## src/lmg_pkg.sv

```systemverilog
package lmg_pkg;

  localparam logic [23:0] POLE_RESET   = 24'd16759746;
  localparam logic [31:0] TGT_MAX      = 32'h8000_0000;
  localparam logic [31:0] TGT_MIN      = 32'd13422;
  localparam logic [16:0] STRENGTH_ONE = 17'd65536;
  localparam logic [31:0] EXP_ONE      = 32'h4000_0000;

  localparam logic [1:0] CH_DRY = 2'd0;
  localparam logic [1:0] CH_WET = 2'd1;
  localparam logic [1:0] CH_DC  = 2'd2;
  localparam int unsigned NUM_CHAINS = 3;

  localparam logic [5:0] DIV_LAST  = 6'd61;
  localparam logic [5:0] SQRT_LAST = 6'd31;
  localparam logic [5:0] LOG_LAST  = 6'd23;
  localparam logic [5:0] EXP_LAST  = 6'd29;
  localparam int unsigned EXP_STEPS = 30;

  typedef logic [EXP_STEPS-1:0][31:0] root_tab_t;

  // Successive square roots of 2 in Q30: 2^(1/2), 2^(1/4), ... (floor)
  function automatic root_tab_t build_roots();
    root_tab_t   tab;
    logic [63:0] r;
    logic [63:0] v;
    logic [63:0] res;
    logic [63:0] b;
    tab = '0;
    r   = 64'd1 << 31;
    for (int i = 0; i < EXP_STEPS; i++) begin
      v   = r << 30;
      res = '0;
      b   = 64'd1 << 62;
      for (int j = 0; j < 32; j++) begin
        if (v >= res + b) begin
          v   = v - (res + b);
          res = (res >> 1) + b;
        end else begin
          res = res >> 1;
        end
        b = b >> 2;
      end
      r      = res;
      tab[i] = r[31:0];
    end
    return tab;
  endfunction

  localparam root_tab_t ROOT_TAB = build_roots();

  typedef enum logic [3:0] {
    ST_IDLE, ST_SM_MUL, ST_SM_ADD, ST_DECIDE, ST_DIV, ST_SQRT, ST_CLAMP, ST_NORM,
    ST_LOG, ST_EXP_MUL, ST_EXP, ST_EXP_FIN, ST_G_MUL, ST_G_ADD, ST_DONE
  } state_t;

  typedef enum logic [3:0] {
    OP_NONE, OP_SM_MUL, OP_SM_ADD, OP_DECIDE, OP_DIV, OP_SQRT, OP_CLAMP, OP_NORM,
    OP_LOG, OP_EXP_MUL, OP_EXP, OP_EXP_FIN, OP_G_MUL, OP_G_ADD
  } dp_op_t;

  typedef struct packed {
    logic       load;
    dp_op_t     op;
    logic [1:0] chain;
    logic [5:0] cnt;
    logic       last;
  } cmd_t;

  typedef struct packed {
    logic silence;
    logic need_tgt;
    logic big;
    logic unity;
    logic normed;
  } stat_t;

endpackage

```

## src/lmg_ctrl.sv

```systemverilog
module lmg_ctrl #(
  parameter int unsigned SMOOTH_STAGES = 2
) (
  input  logic                 clk,
  input  logic                 rst_n,
  input  logic                 start,
  input  logic                 out_free,
  input  lmg_pkg::stat_t       stat,
  output lmg_pkg::cmd_t        cmd,
  output logic [((SMOOTH_STAGES > 1) ? $clog2(SMOOTH_STAGES) : 1)-1:0] stage,
  output logic                 idle,
  output logic                 push
);

  localparam int unsigned SW = (SMOOTH_STAGES > 1) ? $clog2(SMOOTH_STAGES) : 1;

  lmg_pkg::state_t state_r, state_nxt;
  logic [1:0]      chain_r, chain_nxt;
  logic [SW-1:0]   stage_r, stage_nxt;
  logic [5:0]      cnt_r, cnt_nxt;

  always_ff @(posedge clk) begin
    if (!rst_n) begin
      state_r <= lmg_pkg::ST_IDLE;
      chain_r <= '0;
      stage_r <= '0;
      cnt_r   <= '0;
    end else begin
      state_r <= state_nxt;
      chain_r <= chain_nxt;
      stage_r <= stage_nxt;
      cnt_r   <= cnt_nxt;
    end
  end

  always_comb begin
    state_nxt = state_r;
    chain_nxt = chain_r;
    stage_nxt = stage_r;
    cnt_nxt   = cnt_r;
    cmd       = '0;
    cmd.op    = lmg_pkg::OP_NONE;
    cmd.chain = chain_r;
    cmd.cnt   = cnt_r;
    idle      = 1'b0;
    push      = 1'b0;
    unique case (state_r)
      lmg_pkg::ST_IDLE: begin
        idle     = 1'b1;
        cmd.load = start;
        if (start) begin
          state_nxt = lmg_pkg::ST_SM_MUL;
          chain_nxt = lmg_pkg::CH_DRY;
          stage_nxt = '0;
        end
      end
      lmg_pkg::ST_SM_MUL: begin
        cmd.op    = lmg_pkg::OP_SM_MUL;
        state_nxt = lmg_pkg::ST_SM_ADD;
      end
      lmg_pkg::ST_SM_ADD: begin
        cmd.op    = lmg_pkg::OP_SM_ADD;
        state_nxt = lmg_pkg::ST_SM_MUL;
        if (stage_r == SW'(SMOOTH_STAGES - 1)) begin
          stage_nxt = '0;
          if (chain_r == lmg_pkg::CH_DC) begin
            state_nxt = lmg_pkg::ST_DECIDE;
          end else begin
            chain_nxt = chain_r + 2'd1;
          end
        end else begin
          stage_nxt = stage_r + SW'(1);
        end
      end
      lmg_pkg::ST_DECIDE: begin
        cmd.op  = lmg_pkg::OP_DECIDE;
        cnt_nxt = '0;
        if (!stat.need_tgt) begin
          state_nxt = lmg_pkg::ST_G_MUL;
        end else if (stat.big) begin
          state_nxt = lmg_pkg::ST_CLAMP;
        end else begin
          state_nxt = lmg_pkg::ST_DIV;
        end
      end
      lmg_pkg::ST_DIV: begin
        cmd.op   = lmg_pkg::OP_DIV;
        cmd.last = (cnt_r == lmg_pkg::DIV_LAST);
        if (cmd.last) begin
          cnt_nxt   = '0;
          state_nxt = lmg_pkg::ST_SQRT;
        end else begin
          cnt_nxt = cnt_r + 6'd1;
        end
      end
      lmg_pkg::ST_SQRT: begin
        cmd.op   = lmg_pkg::OP_SQRT;
        cmd.last = (cnt_r == lmg_pkg::SQRT_LAST);
        if (cmd.last) begin
          cnt_nxt   = '0;
          state_nxt = lmg_pkg::ST_CLAMP;
        end else begin
          cnt_nxt = cnt_r + 6'd1;
        end
      end
      lmg_pkg::ST_CLAMP: begin
        cmd.op    = lmg_pkg::OP_CLAMP;
        state_nxt = stat.unity ? lmg_pkg::ST_G_MUL : lmg_pkg::ST_NORM;
      end
      lmg_pkg::ST_NORM: begin
        cmd.op = lmg_pkg::OP_NORM;
        if (stat.normed) begin
          cnt_nxt   = '0;
          state_nxt = lmg_pkg::ST_LOG;
        end
      end
      lmg_pkg::ST_LOG: begin
        cmd.op   = lmg_pkg::OP_LOG;
        cmd.last = (cnt_r == lmg_pkg::LOG_LAST);
        if (cmd.last) begin
          cnt_nxt   = '0;
          state_nxt = lmg_pkg::ST_EXP_MUL;
        end else begin
          cnt_nxt = cnt_r + 6'd1;
        end
      end
      lmg_pkg::ST_EXP_MUL: begin
        cmd.op    = lmg_pkg::OP_EXP_MUL;
        cnt_nxt   = '0;
        state_nxt = lmg_pkg::ST_EXP;
      end
      lmg_pkg::ST_EXP: begin
        cmd.op   = lmg_pkg::OP_EXP;
        cmd.last = (cnt_r == lmg_pkg::EXP_LAST);
        if (cmd.last) begin
          cnt_nxt   = '0;
          state_nxt = lmg_pkg::ST_EXP_FIN;
        end else begin
          cnt_nxt = cnt_r + 6'd1;
        end
      end
      lmg_pkg::ST_EXP_FIN: begin
        cmd.op    = lmg_pkg::OP_EXP_FIN;
        state_nxt = lmg_pkg::ST_G_MUL;
      end
      lmg_pkg::ST_G_MUL: begin
        cmd.op    = lmg_pkg::OP_G_MUL;
        state_nxt = lmg_pkg::ST_G_ADD;
      end
      lmg_pkg::ST_G_ADD: begin
        cmd.op    = lmg_pkg::OP_G_ADD;
        state_nxt = lmg_pkg::ST_DONE;
      end
      lmg_pkg::ST_DONE: begin
        if (out_free) begin
          push      = 1'b1;
          state_nxt = lmg_pkg::ST_IDLE;
        end
      end
      default: begin
        state_nxt = lmg_pkg::ST_IDLE;
      end
    endcase
  end

  assign stage = stage_r;

endmodule

```

## config.mk

```make
export PLATFORM = sky130hd
export DESIGN_NAME = lmg_ctrl
export DESIGN_NICKNAME = d
export VERILOG_FILES = /design/src/lmg_pkg.sv /design/src/lmg_ctrl.sv
export SDC_FILE = /design/constraint.sdc
export NUM_CORES = 1
export LEC_CHECK = 0
export BUFFER_PORTS_ARGS = -buffer_cell sky130_fd_sc_hd__buf_2
export CAP_MARGIN = 15
export CORE_UTILIZATION = 45
export CTS_CLUSTER_SIZE = 12
export DETAILED_ROUTE_END_ITERATION = 6
export HOLD_SLACK_MARGIN = 0.1
export PLACE_DENSITY = 0.8
export SYNTH_ARGS = -nofsm -noshare
export SYNTH_HDL_FRONTEND = slang
export SYNTH_SLANG_ARGS = --single-unit
```

## constraint.sdc

```tcl
create_clock -name clk -period 1.87 [get_ports clk]
set_clock_uncertainty 0.1 [all_clocks]
set_input_delay 0.374 -clock clk [delete_from_list [all_inputs] [get_ports clk]]
set_output_delay 0.374 -clock clk [all_outputs]
set_load 0.005 [all_outputs]
```

# After elaboration in Yosys (flattened, before gate mapping)
# Cells that the tools add are included.
# totals
reg_bits	13
latchBits	0
ram_bits	0
rom_bits	0
inputBits	9
output_inout_bits	17
word_cells	75
memories	0
# op_classes
addsub	3
mul	0
div_mod_pow	0
magnitude_cmp	0
eq_ne	28
shifts	0
muxes	32
n_bitwise	0
n_reduce_logical	8
# op_table
cell	count
4-bit one-hot mux with 15 select lines	1
4-bit one-hot mux with 13 select lines	1
4-bit two-way mux	9
6-bit one-hot mux with 6 select lines	1
6-bit two-way mux	5
4-bit equality test (second input constant)	7
6-bit by 5-bit equality test with 1-bit output (second input constant)	3
2-bit != test (second input constant)	9
4-bit by 3-bit equality test with 1-bit output (second input constant)	4
2-bit two-way mux	6
4-bit by 2-bit equality test with 1-bit output (second input constant)	2
7-bit AND reduction	1
6-bit by 1-bit adder with 6-bit output (second input constant)	1
6-bit equality test (second input constant)	1
1-bit two-way mux	6
6-bit nonzero test	1
4-bit by 1-bit equality test with 1-bit output (second input constant)	1
4-bit zero test	1
1-bit one-hot mux with 4 select lines	1
2-bit one-hot mux with 2 select lines	1
2-bit AND reduction	2
4-bit AND reduction	1
2-bit by 1-bit adder with 2-bit output (second input constant)	1
2-bit equality test (second input constant)	1
4 further kinds	4

# Logic depth before layout (Yosys ltp)
# depth
ltp_word	4
ltp_mapped	8
mapped_depth_nobuf	8

# Worst setup path after synthesis
# No wires, ideal clock.
# synth_path
path_type	reg2reg
startpoint	register cnt_r[0]
endpoint	register state_r[1]
arrival_time_ns	1.764
required_ns	1.639
path_slack_ns	-0.125
path_stages_with_launch	8
synth_period_minus_slack_ns	1.995
path_cell_list	dfxtp_1 > ha_1 > nor3b_2 > o211ai_1 > nor2b_4 > or4_4 > nor3_2 > nor3_1
# synth_via
elab_chain_cells	3
elab_cells_between_ends	9
cone_classes	eq/ne: 8; reduce/logical: 1
# synth_rtl
element	line	source
start, declared	lmg_ctrl.sv:20	logic [5:0] cnt_r, cnt_nxt;
start signal, assigned	lmg_ctrl.sv:32	cnt_r <= cnt_nxt;
6-bit by 5-bit equality test with 1-bit output (tied with other cells)	lmg_ctrl.sv:134	cmd.last = (cnt_r == lmg_pkg::EXP_LAST);
2-bit != test (no source line)	n/a	
7-bit AND reduction (no source line) (*)	n/a	
end signal, assigned	lmg_ctrl.sv:24	state_r <= lmg_pkg::ST_IDLE;
end signal, assigned	lmg_ctrl.sv:29	state_r <= state_nxt;
end, declared	lmg_ctrl.sv:17	lmg_pkg::state_t state_r, state_nxt;
# Every way passes the cells marked *; elsewhere a longest branch is shown, timed or not.
# A chain may end at the register's enable or synchronous reset.

==> metrics.md <==
| Metric | Value |
|---|---|
| CP startpoint kind | flip-flop |
| Die area | 2580 sq um |
| Req. time, crit path | 1.40 ns |
| Total GRT Usage | 0.276 |
| Register clock-pin slew on the reported worst setup and hold paths | 0.10 ns |
| Iteration-0 DRC count of the detailed router | 51 |
| Failing checks | setup timing |
| Total grt overflow | 0 |
| Post-synth EDFFs | 0 |
| Area Growth Syn to Fin | 55.2% |
| Top FF cell, synth | dfxtp_1 |
| Final hold vios | 0 |
| Final Max Tran Viols | 0 |
| Commonest non-fill, non-tap cells in the layout | buf_4 (30), buf_2 (24), nor2_1 (18), nand2_1 (12), a21oi_1 (11) |
| Global-route wire length before repair | between 5 and 6 mm |
| Yosys reg bits | 13 |
| Clk_lat worst skew | 0.29 ns |
| Total wire length | between 3 and 4 mm |
| DRC | 0 |
| Slew headroom | 0.691 |
| H-tree levels | 1 |
| Die Ht | between 50 and 60 microns |
| Diodes inserted | 0 |
| Leak Pwr | 0.684 nW |
| Total CTS buffers | 3 |
| WP data arrival | ~1.7 ns |
| Inst Count DP | about 220 |
| Root buf cell | clkbuf_4 |
| Post-Syn Instances | 150 |
| CP endpoint kind | output port |
| IO Pins | 26 |
| F_max | between 400 and 500 MHz |
| Vias | around 1400 |
| Net Switching | about 610 uW |
| Non-Filler Instances | between 200 and 250 |
| Sink Count | 13 |
| Vias in the first global route | 1233 |
| Final setup viols | 10 |
| Ys async rst share | 0 |
| Final Critical Period | between 2 and 2.5 ns |
| Row cnt | 17 |
| Hold Crit Class | input port to flip-flop |
| Die Width | between 50 and 60 microns |
| CTS tree | built |
| RSZ-0062 raised after global routing | true |
| Maximum vdd drop | 0.608 mV |
| Seq/Total Area, Yosys | 0.243 |
| Logic pwr share | 0.603 |
| Setup CP Type | flip-flop to output port |
| TritonRoute pass-1 iters | 5 |
| Switch share | 0.422 |
| Initial Util | 0.479 |
| Synth Area per Inst | 7.13 sq um |
| Yosys cell types | 46 |
| Final core utilization | 0.743 |
| Pwr/cell area | 877 nW/um^2 |
| Post-synth net total | roughly 160 |
| Ys Warns | 0 |
| Core area | 2230 sq um |
| Antenna violations before repair | 0 |
| Outcome | complete, but fails checks |
| I/O Buffers | 24 |
| Routed len/inst | around 15 microns |
| Clock share of power | 0.131 |
| Sequential power share | 0.265 |
| Post-route ant nets | 0 |
| Largest net degree at the start of global routing | 13 |
| Crit share post-route | 1.18 |
| Vias/cell | roughly 6.0 |
| HPWL after DPL | approximately 2.3 mm |
| Global placer's final weighted congestion | between 0.8 and 0.9 |
| Min Hold Slack | roughly 0.3 ns |
| Mapped cell area | ~1100 sq um |
| Max_cap viols | 0 |
| Commonest non-fill, non-tap cell in the layout | buf_4 |
| Power Internal | between 800 and 900 uW |
| Nets | approximately 210 |
| Share of post-route cells with drive strength above 1 | 0.485 |
| CP Max Fanout | 3 |
| Setup ws final | -0.337 ns |
| Slew @ Worst Pin | 0.460 ns |
| Clk buf depth | 2 |
[per-stage QoR]
| step | TNS, ns | total power, mW | worst slack (ns) | area (sq um) |
|---|---|---|---|---|
| after global placement | -0.213 | 1.03 | -0.0757 | 1400 |
| after floorplan | 0 | 0.779 | 0.00413 | 1100 |
| after CTS | -1.32 | 1.36 | -0.266 | 1560 |
| final | -2.17 | 1.46 | -0.337 | 1660 |
| after global routing | -2.95 | 1.53 | -0.429 | 1660 |
| after detailed placement | -0.561 | 1.06 | -0.164 | 1400 |
[synth_stat cells (all sizes together), types with 4 or more instances]
| cell type | n | area (sq um) |
|---|---|---|
| clkbuf | 6 | 22.5 |
| buf | 6 | 33.8 |
| a21oi | 15 | 75.1 |
| nor2 | 19 | 71.3 |
| nor3b | 4 | 35.0 |
| o21ai | 4 | 20.0 |
| nor2b | 5 | 38.8 |
| or4 | 4 | 33.8 |
| nand3 | 9 | 45.0 |
| dfxtp | 13 | 260 |
| nor3 | 6 | 35.0 |
| nand2 | 12 | 45.0 |
[critical path: stages, from the launching register on]
cell and delay [ns]:
dfxtp_4 0.36, inv_4 0.05, ha_4 0.15, nand3_4 0.07, or2_4 0.28, nor2_4 0.11
a21oi_2 0.04, o32ai_2 0.23, buf_2 0.15
[power groups by stage]
stage	registers (mW)	clock network [mW]	logic [mW]
floorplan	0.376	0	0.403
global placement	0.388	0	0.639
detailed placement	0.392	0	0.673
CTS	0.383	0.184	0.797
global route	0.391	0.204	0.940
finish	0.387	0.191	0.879
[cell type report]
type	instances	area (sq um)
multi-input combinational	122	913
fill	161	573
timing repair buffer	58	394
sequential	13	277
tap	28	35.0
clock buffer	3	22.5
inverter	3	13.8
clock inverter	1	5.00
[state kept, by name (all words and copies together) (netlist names)]
signal	cells
stage	1
chain_r	2
cnt_r	6
state_r	4
[cells by family (layout without fill, tap and decap cells)]
| family | Yosys count | in the layout | synth area share |
|---|---|---|---|
| AND/OR/NAND/NOR | 80 | 80 | 0.421 |
| multiplexers | 1 | 1 | 0.00936 |
| AO/OA/AOI/OAI | 38 | 38 | 0.228 |
| flip-flops | 13 | 13 | 0.243 |
| adder cells (fa/ha/maj) | 3 | 3 | 0.0351 |
| buffers and inverters | 15 | 65 | 0.0631 |
[what timing repair did]
action                                  CTS  global route
pin swaps                                17            10
resized for setup                        23            17
hold buffers                              0             0
endpoints found under the setup margin   14            16
buffers inserted                          6             3
[final timing paths]
check / from / endpoint / slack, ns / cells after the start
min: rst_n / stage / 0.31 / 3
max reg2reg: cnt_r[1] / state_r[1] / -0.25 / 8
max: cnt_r[1] / cmd[0] / -0.34 / 8
min reg2reg: chain_r[1] / chain_r[1] / 0.44 / 2
[layer usage]
metal  vias up  routed length, microns  GRT usage
met5         -                       0          0
met4         0                      81      0.139
met3        10                     225     0.0485
met2        62                    1730      0.469
met1       656                    1470      0.329
li1        644                       -          -
Note: power is estimated with default switching activity, not from simulation.
